### src/hw/rtl/column_projection_histogram_binned_unit_macros.svh
// Assertion macros for the column projection histogram unit.
// Taken in by the top level; no other dependencies.
`ifndef COLUMN_PROJECTION_HISTOGRAM_BINNED_UNIT_MACROS_SVH
`define COLUMN_PROJECTION_HISTOGRAM_BINNED_UNIT_MACROS_SVH

// same-cycle implication
`define CPHB_ASSERT_IMP(label, clk, rst, ante, cons, msg) \
   label: assert property (@(posedge clk) disable iff (rst) (ante) |-> (cons)) \
      else $error(msg);

// next-cycle implication
`define CPHB_ASSERT_NXT(label, clk, rst, ante, cons, msg) \
   label: assert property (@(posedge clk) disable iff (rst) (ante) |=> (cons)) \
      else $error(msg);

`endif

### src/hw/rtl/cphb_pkg.sv
// Shared types and constants of the column projection histogram unit.
// No dependencies.
package cphb_pkg;

   localparam int DEF_MAX_BINS    = 64;
   localparam int DEF_MAX_COLUMNS = 2048;

   localparam int PIX_W     = 8;
   localparam int CFG_COL_W = 12;
   localparam int CFG_BIN_W = 7;
   localparam int COL_POS_W = 11;
   localparam int BIN_IDX_W = 6;
   localparam int COUNT_W   = 23;
   localparam int NUM_W     = COL_POS_W + CFG_BIN_W;
   localparam int CSR_IDX_W = 1;
   localparam int CSR_DATA_W = CFG_COL_W;

   localparam logic [PIX_W-1:0]   EDGE_VALUE = 8'hFF;
   localparam logic [COUNT_W-1:0] COUNT_MAX  = 23'h7FFFFF;

   localparam logic [CFG_COL_W-1:0] RST_NUM_COLUMNS = 12'd640;
   localparam logic [CFG_BIN_W-1:0] RST_NUM_BINS    = 7'd64;

   localparam logic [CSR_IDX_W-1:0] REG_NUM_COLUMNS = 1'd0;
   localparam logic [CSR_IDX_W-1:0] REG_NUM_BINS    = 1'd1;

   typedef struct packed {
      logic [PIX_W-1:0] pixel_value;
      logic             frame_end;
   } req_type;

   typedef struct packed {
      logic [BIN_IDX_W-1:0] bin_index;
      logic [COUNT_W-1:0]   bin_count;
      logic                 last_bin;
   } rsp_type;

   typedef struct packed {
      logic                 done;
      logic [BIN_IDX_W-1:0] quot;
   } div_res_type;

endpackage

### src/hw/rtl/cphb_ram.sv
// Generic simple dual-port RAM: one write port, one read port, registered read.
// No dependencies.
module cphb_ram #(
   parameter int WIDTH = 8,
   parameter int DEPTH = 64,
   localparam int AW = (DEPTH > 1) ? $clog2(DEPTH) : 1
) (
   input  logic             clock,
   input  logic             wr_en,
   input  logic [AW-1:0]    wr_addr,
   input  logic [WIDTH-1:0] wr_data,
   input  logic [AW-1:0]    rd_addr,
   output logic [WIDTH-1:0] rd_data
);

   logic [WIDTH-1:0] mem_ff [DEPTH];
   logic [WIDTH-1:0] rd_data_ff;

   always_ff @(posedge clock) begin
      if (wr_en) begin
         mem_ff[wr_addr] <= wr_data;
      end
      rd_data_ff <= mem_ff[rd_addr];
   end

   assign rd_data = rd_data_ff;

endmodule

### src/hw/rtl/cphb_bin_div.sv
// Restoring divider for the bin index: one quotient bit per cycle.
// Depends on cphb_pkg.
module cphb_bin_div
   import cphb_pkg::*;
#(
   parameter int QUOT_W = 6
) (
   input  logic                 clock,
   input  logic                 reset,
   input  logic                 start,
   input  logic [NUM_W-1:0]     num,
   input  logic [CFG_COL_W-1:0] den,
   output div_res_type          res
);

   localparam int DW    = CFG_COL_W + QUOT_W;
   localparam int CMP_W = (NUM_W > DW) ? NUM_W : DW;
   localparam int CNT_W = (QUOT_W > 1) ? $clog2(QUOT_W) : 1;

   logic              run_ff, run_in;
   logic              done_ff, done_in;
   logic [CNT_W-1:0]  cnt_ff, cnt_in;
   logic [NUM_W-1:0]  rem_ff, rem_in;
   logic [DW-1:0]     den_ff, den_in;
   logic [QUOT_W-1:0] quot_ff, quot_in;
   logic              ge;

   assign ge = CMP_W'(rem_ff) >= CMP_W'(den_ff);

   always_comb begin
      run_in  = run_ff;
      done_in = 1'b0;
      cnt_in  = cnt_ff;
      rem_in  = rem_ff;
      den_in  = den_ff;
      quot_in = quot_ff;
      if (start) begin
         run_in  = 1'b1;
         cnt_in  = CNT_W'(QUOT_W - 1);
         rem_in  = num;
         den_in  = DW'(den) << (QUOT_W - 1);
         quot_in = '0;
      end else if (run_ff) begin
         if (ge) begin
            rem_in = NUM_W'(CMP_W'(rem_ff) - CMP_W'(den_ff));
         end
         quot_in = QUOT_W'({quot_ff, ge});
         den_in  = den_ff >> 1;
         cnt_in  = cnt_ff - 1'b1;
         if (cnt_ff == '0) begin
            run_in  = 1'b0;
            done_in = 1'b1;
         end
      end
   end

   always_ff @(posedge clock) begin
      if (reset) begin
         run_ff  <= 1'b0;
         done_ff <= 1'b0;
      end else begin
         run_ff  <= run_in;
         done_ff <= done_in;
      end
      cnt_ff  <= cnt_in;
      rem_ff  <= rem_in;
      den_ff  <= den_in;
      quot_ff <= quot_in;
   end

   assign res.done = done_ff;
   assign res.quot = BIN_IDX_W'(quot_ff);

endmodule

### src/hw/rtl/column_projection_histogram_binned_unit.sv
// Top level of the column projection histogram unit: control, config, column tracking.
// Depends on cphb_pkg, cphb_ram, cphb_bin_div and the macros header.
//
//   channel  ports                       handshake
//   req      start, busy, req_data       beat taken when start && !busy
//   rsp      rsp_strobe, rsp_data        one cycle per beat, never stalled
//   csr      csr_we, csr_index, csr_wdata  written when csr_we
//
// A pixel other than 255 only steps the column; a 255 pixel also runs the bit-serial
// bin divider, followed by the counter read and write-back.
// Frame end then runs one sweep over the counter RAM that zeroes each entry and reports
// those below the bin count; rsp beats are registered, so the last can appear as busy drops.
// After reset the same sweep clears the RAM silently.
`include "column_projection_histogram_binned_unit_macros.svh"

module column_projection_histogram_binned_unit
   import cphb_pkg::*;
#(
   parameter int MAX_BINS    = DEF_MAX_BINS,
   parameter int MAX_COLUMNS = DEF_MAX_COLUMNS
) (
   input  logic                  clock,
   input  logic                  reset,
   input  logic                  start,
   output logic                  busy,
   input  req_type               req_data,
   output logic                  rsp_strobe,
   output rsp_type               rsp_data,
   input  logic                  csr_we,
   input  logic [CSR_IDX_W-1:0]  csr_index,
   input  logic [CSR_DATA_W-1:0] csr_wdata
);

   localparam int BIN_W = (MAX_BINS > 1) ? $clog2(MAX_BINS) : 1;
   localparam int SC_W  = BIN_W + 1;

   localparam logic [2:0] S_IDLE  = 3'd0;
   localparam logic [2:0] S_DIV   = 3'd1;
   localparam logic [2:0] S_WRITE = 3'd2;
   localparam logic [2:0] S_SWEEP = 3'd3;

   logic [2:0]           state_ff, state_in;
   logic [CFG_COL_W-1:0] ncol_ff, ncol_in;
   logic [CFG_BIN_W-1:0] nbin_ff, nbin_in;
   logic [COL_POS_W-1:0] pos_ff, pos_in;
   logic                 fend_ff, fend_in;
   logic                 emit_ff, emit_in;
   logic [BIN_W-1:0]     bin_ff, bin_in;
   logic [SC_W-1:0]      sc_ff, sc_in;
   logic                 pend_ff, pend_in;
   logic [BIN_W-1:0]     paddr_ff, paddr_in;
   logic                 rsp_valid_ff, rsp_valid_in;
   rsp_type              rsp_ff, rsp_in;

   logic [CFG_COL_W-1:0] eff_nc;
   logic [CFG_BIN_W-1:0] eff_nb;
   logic [COL_POS_W-1:0] col;
   logic [CFG_COL_W-1:0] col_next;
   logic                 accept;
   logic                 is_edge;
   logic [NUM_W-1:0]     prod;
   div_res_type          div_res;

   logic                 ram_we;
   logic [BIN_W-1:0]     ram_waddr;
   logic [COUNT_W-1:0]   ram_wdata;
   logic [BIN_W-1:0]     ram_raddr;
   logic [COUNT_W-1:0]   ram_rdata;

   always_comb begin
      eff_nc = ncol_ff;
      if (ncol_ff == '0) begin
         eff_nc = CFG_COL_W'(1);
      end else if ({1'b0, ncol_ff} > (CFG_COL_W + 1)'(MAX_COLUMNS)) begin
         eff_nc = CFG_COL_W'(MAX_COLUMNS);
      end
      eff_nb = nbin_ff;
      if (nbin_ff == '0) begin
         eff_nb = CFG_BIN_W'(1);
      end else if ({1'b0, nbin_ff} > (CFG_BIN_W + 1)'(MAX_BINS)) begin
         eff_nb = CFG_BIN_W'(MAX_BINS);
      end
   end

   assign busy     = state_ff != S_IDLE;
   assign accept   = start && !busy;
   assign is_edge  = req_data.pixel_value == EDGE_VALUE;
   assign col      = (CFG_COL_W'(pos_ff) >= eff_nc) ? '0 : pos_ff;
   assign col_next = CFG_COL_W'(col) + 1'b1;
   assign prod     = NUM_W'(col) * NUM_W'(eff_nb);

   cphb_bin_div #(
      .QUOT_W (BIN_W)
   ) u_div (
      .clock (clock),
      .reset (reset),
      .start (accept && is_edge),
      .num   (prod),
      .den   (eff_nc),
      .res   (div_res)
   );

   cphb_ram #(
      .WIDTH (COUNT_W),
      .DEPTH (MAX_BINS)
   ) u_bins (
      .clock   (clock),
      .wr_en   (ram_we),
      .wr_addr (ram_waddr),
      .wr_data (ram_wdata),
      .rd_addr (ram_raddr),
      .rd_data (ram_rdata)
   );

   always_comb begin
      ram_raddr = (state_ff == S_DIV) ? BIN_W'(div_res.quot) : sc_ff[BIN_W-1:0];
      ram_we    = (state_ff == S_WRITE) || pend_ff;
      ram_waddr = (state_ff == S_WRITE) ? bin_ff : paddr_ff;
      ram_wdata = '0;
      if (state_ff == S_WRITE) begin
         ram_wdata = (ram_rdata == COUNT_MAX) ? ram_rdata : ram_rdata + 1'b1;
      end
   end

   always_comb begin
      ncol_in  = ncol_ff;
      nbin_in  = nbin_ff;
      if (csr_we) begin
         unique case (csr_index)
            REG_NUM_COLUMNS: ncol_in = csr_wdata[CFG_COL_W-1:0];
            REG_NUM_BINS:    nbin_in = csr_wdata[CFG_BIN_W-1:0];
            default: ;
         endcase
      end
   end

   always_comb begin
      state_in = state_ff;
      pos_in   = pos_ff;
      fend_in  = fend_ff;
      emit_in  = emit_ff;
      bin_in   = bin_ff;
      sc_in    = sc_ff;
      pend_in  = 1'b0;
      paddr_in = sc_ff[BIN_W-1:0];
      unique case (state_ff)
         S_IDLE: begin
            if (accept) begin
               fend_in = req_data.frame_end;
               if (req_data.frame_end) begin
                  pos_in = '0;
               end else if (col_next >= eff_nc) begin
                  pos_in = '0;
               end else begin
                  pos_in = col_next[COL_POS_W-1:0];
               end
               if (is_edge) begin
                  state_in = S_DIV;
               end else if (req_data.frame_end) begin
                  state_in = S_SWEEP;
                  emit_in  = 1'b1;
                  sc_in    = '0;
               end
            end
         end
         S_DIV: begin
            if (div_res.done) begin
               bin_in   = BIN_W'(div_res.quot);
               state_in = S_WRITE;
            end
         end
         S_WRITE: begin
            if (fend_ff) begin
               state_in = S_SWEEP;
               emit_in  = 1'b1;
               sc_in    = '0;
            end else begin
               state_in = S_IDLE;
            end
         end
         S_SWEEP: begin
            if (sc_ff == SC_W'(MAX_BINS)) begin
               state_in = S_IDLE;
            end else begin
               pend_in = 1'b1;
               sc_in   = sc_ff + 1'b1;
            end
         end
         default: state_in = S_IDLE;
      endcase
   end

   always_comb begin
      rsp_valid_in     = pend_ff && emit_ff && (CFG_BIN_W'(paddr_ff) < eff_nb);
      rsp_in.bin_index = BIN_IDX_W'(paddr_ff);
      rsp_in.bin_count = ram_rdata;
      rsp_in.last_bin  = CFG_BIN_W'(paddr_ff) == (eff_nb - 1'b1);
   end

   always_ff @(posedge clock) begin
      if (reset) begin
         state_ff     <= S_SWEEP;
         ncol_ff      <= RST_NUM_COLUMNS;
         nbin_ff      <= RST_NUM_BINS;
         pos_ff       <= '0;
         fend_ff      <= 1'b0;
         emit_ff      <= 1'b0;
         sc_ff        <= '0;
         pend_ff      <= 1'b0;
         rsp_valid_ff <= 1'b0;
      end else begin
         state_ff     <= state_in;
         ncol_ff      <= ncol_in;
         nbin_ff      <= nbin_in;
         pos_ff       <= pos_in;
         fend_ff      <= fend_in;
         emit_ff      <= emit_in;
         sc_ff        <= sc_in;
         pend_ff      <= pend_in;
         rsp_valid_ff <= rsp_valid_in;
      end
      bin_ff   <= bin_in;
      paddr_ff <= paddr_in;
      rsp_ff   <= rsp_in;
   end

   assign rsp_strobe = rsp_valid_ff;
   assign rsp_data   = rsp_ff;

   `CPHB_ASSERT_IMP(a_div_done_in_div, clock, reset, div_res.done, state_ff == S_DIV, "divider done outside of divide state")
   `CPHB_ASSERT_NXT(a_edge_starts_div, clock, reset, accept && is_edge, state_ff == S_DIV, "edge pixel did not start the divider")
   `CPHB_ASSERT_IMP(a_rsp_from_sweep, clock, reset, rsp_strobe, $past(pend_ff) && $past(emit_ff), "rsp beat without a reporting sweep")
   `CPHB_ASSERT_IMP(a_single_writer, clock, reset, state_ff == S_WRITE, !pend_ff, "counter update collides with sweep clear")

endmodule
### config.mk
export PLATFORM = sky130hd
export DESIGN_NAME = column_projection_histogram_binned_unit
export DESIGN_NICKNAME = d
export VERILOG_FILES = /design/src/hw/rtl/cphb_pkg.sv /design/src/hw/rtl/cphb_ram.sv /design/src/hw/rtl/cphb_bin_div.sv /design/src/hw/rtl/column_projection_histogram_binned_unit.sv
export VERILOG_INCLUDE_DIRS = /design/src /design/src/hw/rtl
export SDC_FILE = /design/constraint.sdc
export NUM_CORES = 2
export LEC_CHECK = 0
export BUFFER_PORTS_ARGS = -buffer_cell sky130_fd_sc_hd__buf_2
export CAP_MARGIN = 20
export CORE_UTILIZATION = 63
export DETAILED_ROUTE_END_ITERATION = 16
export HOLD_SLACK_MARGIN = 0.08
export PLACE_DENSITY = 0.79
export SETUP_SLACK_MARGIN = 0.15
export SYNTH_ARGS = -nofsm -noshare
export SYNTH_HDL_FRONTEND = slang
export SYNTH_SLANG_ARGS = --single-unit
### constraint.sdc
create_clock -name clock -period 7.5 [get_ports clock]
set_input_delay 1.125 -clock clock [delete_from_list [all_inputs] [get_ports clock]]
set_output_delay 1.125 -clock clock [all_outputs]
set_load 0.01 [all_outputs]
# Word level (Yosys, flattened, before mapping)
# Memories as Yosys holds them, arrays and structs flattened. A register that Yosys moved wholly into a read port is not among the register bits.
# Index checks and enable logic that the tools add are counted.
# W data, S select, Z words.
[totals]
register_bits = 132
ramBits = 1472
inputBits = 26
output_inout_bits = 32
elab_cells = 119
n_memories = 1
[memory_table]
columns = ["name", "words", "width", "rd", "rd_ports_with_merged_regs", "wr", "line", "rtl"]
rows = [
  ["u_bins.mem_ff", 64, 23, 1, 1, 1, "cphb_ram.sv:16", "logic [WIDTH-1:0] mem_ff [DEPTH];"],
]
[classes]
addsub = 6
mul = 1
n_lt_le_gt_ge = 6
n_eq_ne = 15
muxes = 41
bitwise = 3
reduce_logical = 25
[op_table]
columns = ["cell", "count"]
rows = [
  ["$mux W18", 3],
  ["$mux W7", 7],
  ["$mux W23", 2],
  ["$mux W17", 2],
  ["$mux W11", 3],
  ["$mux W12", 2],
  ["$add A23 B1 Y23 const B", 1],
  ["$eq A23 B23 Y1 const B", 1],
  ["$pmux W7 S3", 1],
  ["$ge A18 B17 Y1", 1],
  ["$mul A11 B7 Y18", 1],
  ["$sub A18 B17 Y18", 1],
  ["$mux W3", 5],
  ["$add A11 B1 Y12 const B", 1],
  ["$ge A11 B12 Y1", 1],
  ["$ge A12 B12 Y1", 1],
  ["$gt A12 B12 Y1 const B", 1],
  ["$logic_not A12 Y1", 1],
  ["$mux W6", 2],
  ["$ne A2 B2 Y1 const B", 6],
  ["$pmux W3 S4", 1],
  ["$mux W1", 11],
  ["$reduce_and A2 Y1", 5],
  ["$eq A8 B8 Y1 const B", 1],
  ["other kinds (26)", 36],
]

# Logic depth before layout (Yosys ltp)
[depth]
depth_word = 9
depth_mapped = 28
depth_no_buf = 26

# Modules after synthesis
# From an unflattened synthesis, not the netlist that was laid out.
[unflattened]
cells_unflattened = 3608
area_unflattened_um2 = 66640.2
[by_module_without_submodules]
columns = ["mod", "n_inst", "cells_per_inst", "area_each_um2", "seq_area_each_um2"]
rows = [
  ["cphb_ram", 1, 2446, 56720.6, 44662.8],
  ["column_projection_histogram_binned_unit", 1, 849, 7038.0, 1761.7],
  ["cphb_bin_div", 1, 313, 2881.5, 1221.2],
]

# Worst setup path before layout
# No wires, ideal clock.
[synth_path]
path_type = "reg-to-reg"
start = "reg ncol_ff[11]"
end = "reg u_div.rem_ff[16] (data pin)"
setup_ps = 270
t_arrival_ps = 6091
required_ps = 7230
path_slack_ps = 1139
path_stages_with_launch = 26
path_buffers = 1
period_less_slack_ps = 6361
path_cell_list = "dfxtp_1 inv_1 clkbuf_1 nand2_1 ha_1 and3_1 a221o_1 o21ai_0 nand2_1 nor2_1 nand2_1 fa_1 fa_1 inv_1 fa_1 inv_1 fa_1 inv_1 ha_1 o21ai_0 o21a_1 o31ai_1 nand2_1 a31oi_1 xnor2_1 mux2i_1"
[synth_between]
elab_chain_len = 7
word_cells_on_any_way = 8
classes_between = "1 x mul; 2 x order compare; 4 x mux; 1 x reduce/logical"
[synth_rtl]
columns = ["element", "line", "rtl"]
rows = [
  ["start: declaration", "column_projection_histogram_binned_unit.sv:43", "logic [CFG_COL_W-1:0] ncol_ff, ncol_in;"],
  ["start signal: assignment", "column_projection_histogram_binned_unit.sv:213", "ncol_ff <= ncol_in;"],
  ["$gt A12 B12 Y1", "column_projection_histogram_binned_unit.sv:74", "end else if ({1'b0, ncol_ff} > (CFG_COL_W + 1)'(MAX_COLUMNS)) begin"],
  ["$mux W12", "column_projection_histogram_binned_unit.sv:74", ""],
  ["$mux W12 *", "column_projection_histogram_binned_unit.sv:72", "if (ncol_ff == '0) begin"],
  ["$ge A11 B12 Y1 *", "column_projection_histogram_binned_unit.sv:88", "assign col = (CFG_COL_W'(pos_ff) >= eff_nc) ? '0 : pos_ff;"],
  ["$mux W11 *", "column_projection_histogram_binned_unit.sv:88", ""],
  ["$mul A11 B7 Y18 *", "column_projection_histogram_binned_unit.sv:90", "assign prod = NUM_W'(col) * NUM_W'(eff_nb);"],
  ["$mux W18 *", "cphb_bin_div.sv:37", "if (start) begin"],
  ["via u_div.rem_in[16]", "cphb_bin_div.sv:23", "logic [NUM_W-1:0] rem_ff, rem_in;"],
  ["end signal: assignment", "cphb_bin_div.sv:66", "rem_ff <= rem_in;"],
  ["end: declaration", "cphb_bin_div.sv:23", ""],
]
# Mark *: on every way through the listed nets, which the timed path passes. The rest lies on a longest branch.
# A chain may end at the register's enable or synchronous reset.

# Worst setup path in the final report
[layout_path]
start = "reg ncol_ff[7]"
end = "reg u_div.rem_ff[17] (data pin)"
# Same word-level chain as after synthesis.

==> run metrics <==
ratio of cells with drive above 1 in the final layout 12.1%; synth warn 0; CP bufs+invs 4; Setup WS pre-CTS 445 ps; DRT Wirelength 180000 µm; final count of hold timing violations 0; leading area contributor after synthesis edfxtp_1; vias in the first global route 41700; Crit path largest cell delay 570 ps; RSZ-0062 raised after global routing no; Seq pwr share 47.1%; fin worst setup slack 576 ps; clk sinks 1626; Pins Over Slew Limit 0; Root Buffer clkbuf_16; Area Overhead vs Synth 11.4%; max capacitance violation total 0; Primary FF master, synth edfxtp_1; initial antenna violation count 13; routability cong. 0.913; Worst EP arrival 7430 ps; Final HPWL DP 103000 µm; Die Ht 328 µm; Syn Std Cell Area 66900 µm²; final worst path period share 92.3%; Clock power frac 36.2%; Slew Limit Headroom 16.5%; Worst path slowest cell fa_1; total congestion overflow 0; setup bufs post-CTS 0; global-route wire length before repair 263000 µm; Hold Crit Class reg -> reg; CP Capture Type register; sequential area share after synthesis 71.2%; Fmax 144 MHz; Yosys reg bits 1626; clock latency on the worst-skew pair 770 ps; Vias 43700; Routed Antenna Nets 0; Peak VDD IR 303 µV; Clock Pin Slew Worst Setup and Hold Paths 60 ps; Synth area leaders edfxtp_1 (68%), nand2_1 (6.4%), dfxtp_1 (3.5%); Layout Skew 34.8 ps; most used cell, CP fa_1; WP data required 8010 ps; Synth top area share 67.6%; fin area 74600 µm²; Synth cell types 70; Mean Syn Cell Area 13.3 µm²; Via-to-Cell Ratio 6.59; type of origin of the critical path register; final core area utilization 70.8%; Initial Utilization 63.6%; Synth Instances 5029; CTS tree yes; chip width 328 µm; outcome complete, no violations; syn nets 5189; largest net degree at the start of global routing 173; Setup Crit Path Kind reg -> reg; Rows 119; Pleak 0.0261 µW; first-pass iteration count of the detailed router 8; CTS Buffer Depth 3; Cell Pwr Density 299 nW/µm²; min Tclk post-route 6920 ps; Setup TNS 0 ps; number of synthesized flops with an enable pin 1508; switching part of the total 28.3%; area post-placement 69300 µm²; P_sw 6320 µW; initial detailed-routing violation count 6806; internal power 16000 µW; H-tree depth reported by CTS 4; num ports 58; Crit Path Max Fanout 10; most frequent cell after synthesis edfxtp_1; total CTS buffers 158; Port Buf Inserts 57; asr flop ratio synth 0%; routed len/inst 27.2 µm; total global-route track usage 33.5%; synth cell count leaders edfxtp_1 (1508), nand2_1 (1138), nor2_1 (302), a21oi_1 (287), nand3_1 (278); core footprint 105000 µm²; endpoints failing setup 0; Remaining DRCs 0; filler instances 6490; Nets 5268; CP delay by family, top adder cells; slew of the pin with the lowest slew margin 1240 ps; Gate power share 16.7%; die area 108000 µm²
-- final timing paths --
check | start | to | slack [ps] | depth (start not counted)
min | paddr_ff[0] | rsp_data[24] | 370 | 0
min reg2reg | paddr_ff[0] | rsp_data[24] | 370 | 0
max | ncol_ff[7] | u_div.rem_ff[17] | 580 | 27
max reg2reg | ncol_ff[7] | u_div.rem_ff[17] | 580 | 27
-- repair_timing --
action	4_1_cts	5_1_grt
hold buffers	0	0
resized for setup	0	5
setup endpoints to repair	0	5
-- flip-flops by register name, indices dropped and copies added (netlist names), 7 cells and up --
| register | cells |
|---|---|
| nbin_ff | 7 |
| ncol_ff | 12 |
| pos_ff | 11 |
| rsp_data | 30 |
| sc_ff | 7 |
| u_bins.mem_ff | 1472 |
| u_bins.rd_data | 23 |
| u_div.den_ff | 17 |
| u_div.rem_ff | 18 |
-- layout make-up --
type / instances / area (µm²) / share of cell area [%]
Clock buffer: 203 / 4260 / 5.71
Multi-Input combinational cell: 3018 / 18100 / 24.3
Antenna cell: 4 / 10.0 / 0.0134
Sequential cell: 1626 / 47600 / 63.9
Inverter: 106 / 398 / 0.534
Timing Repair Buffer: 198 / 1410 / 1.89
Clock inverter: 88 / 1010 / 1.35
Tap cell: 1391 / 1740 / 2.33
-- power by group through the flow --
stage	logic, µW	clock network [µW]	registers, µW
after global placement	3500	0	10700
after floorplan	2280	0	10600
final	3730	8090	10500
after CTS	3630	8100	10500
after global routing	3920	8440	10500
after detailed placement	3600	0	10700
-- per-layer routing --
metal,wire length [µm],track usage [%]
met5,26,0
met1,64700,46.2
met4,9110,16.7
met2,81600,49.9
met3,25000,8.77
-- cell usage in the layout, fill, tap and decap left out, types with 31 or more instances in the layout --
| cell type | netlist | routed |
|---|---|---|
| nor4_1 | 49 | 49 |
| and3_1 | 40 | 40 |
| nor2_1 | 302 | 214 |
| nor2_2 | 0 | 65 |
| mux4_2 | 92 | 92 |
| dfxtp_1 | 118 | 118 |
| a31oi_1 | 78 | 77 |
| buf_4 | 7 | 132 |
| clkinv_1 | 1 | 32 |
| a21oi_1 | 287 | 285 |
| fa_1 | 45 | 45 |
| ha_1 | 89 | 89 |
| inv_1 | 105 | 105 |
| nor3_1 | 33 | 32 |
| o21ai_0 | 145 | 144 |
| nand2_1 | 1138 | 1133 |
| buf_2 | 96 | 59 |
| edfxtp_1 | 1508 | 1508 |
| xnor2_1 | 31 | 31 |
| clkbuf_16 | 0 | 161 |
| a22oi_1 | 47 | 47 |
| clkbuf_1 | 150 | 35 |
| nand4_1 | 108 | 108 |
| nand3_1 | 278 | 278 |
-- through the flow --
stage | total power (µW) | std cells | hold WS [ps]
6_report | 22300 | 6634 | 371
2_1_floorplan | 12800 | 5029 | 329
5_1_grt | 22900 | 6630 | 386
3_3_place_gp | 14200 | 6335 | 360
3_5_place_dp | 14300 | 6336 | 368
4_1_cts | 22200 | 6627 | 373
-- cell families after synthesis --
kind of cell / share of synthesized area (%)
adder cells (fa/ha/maj): 3.01
flip-flops: 71.2
XOR/XNOR: 0.772
AND/OR/NAND/NOR: 13.0
AO/OA/AOI/OAI: 6.21
buffers and inverters: 2.44
multiplexers: 3.40
Power figures use the tool's default switching activity.
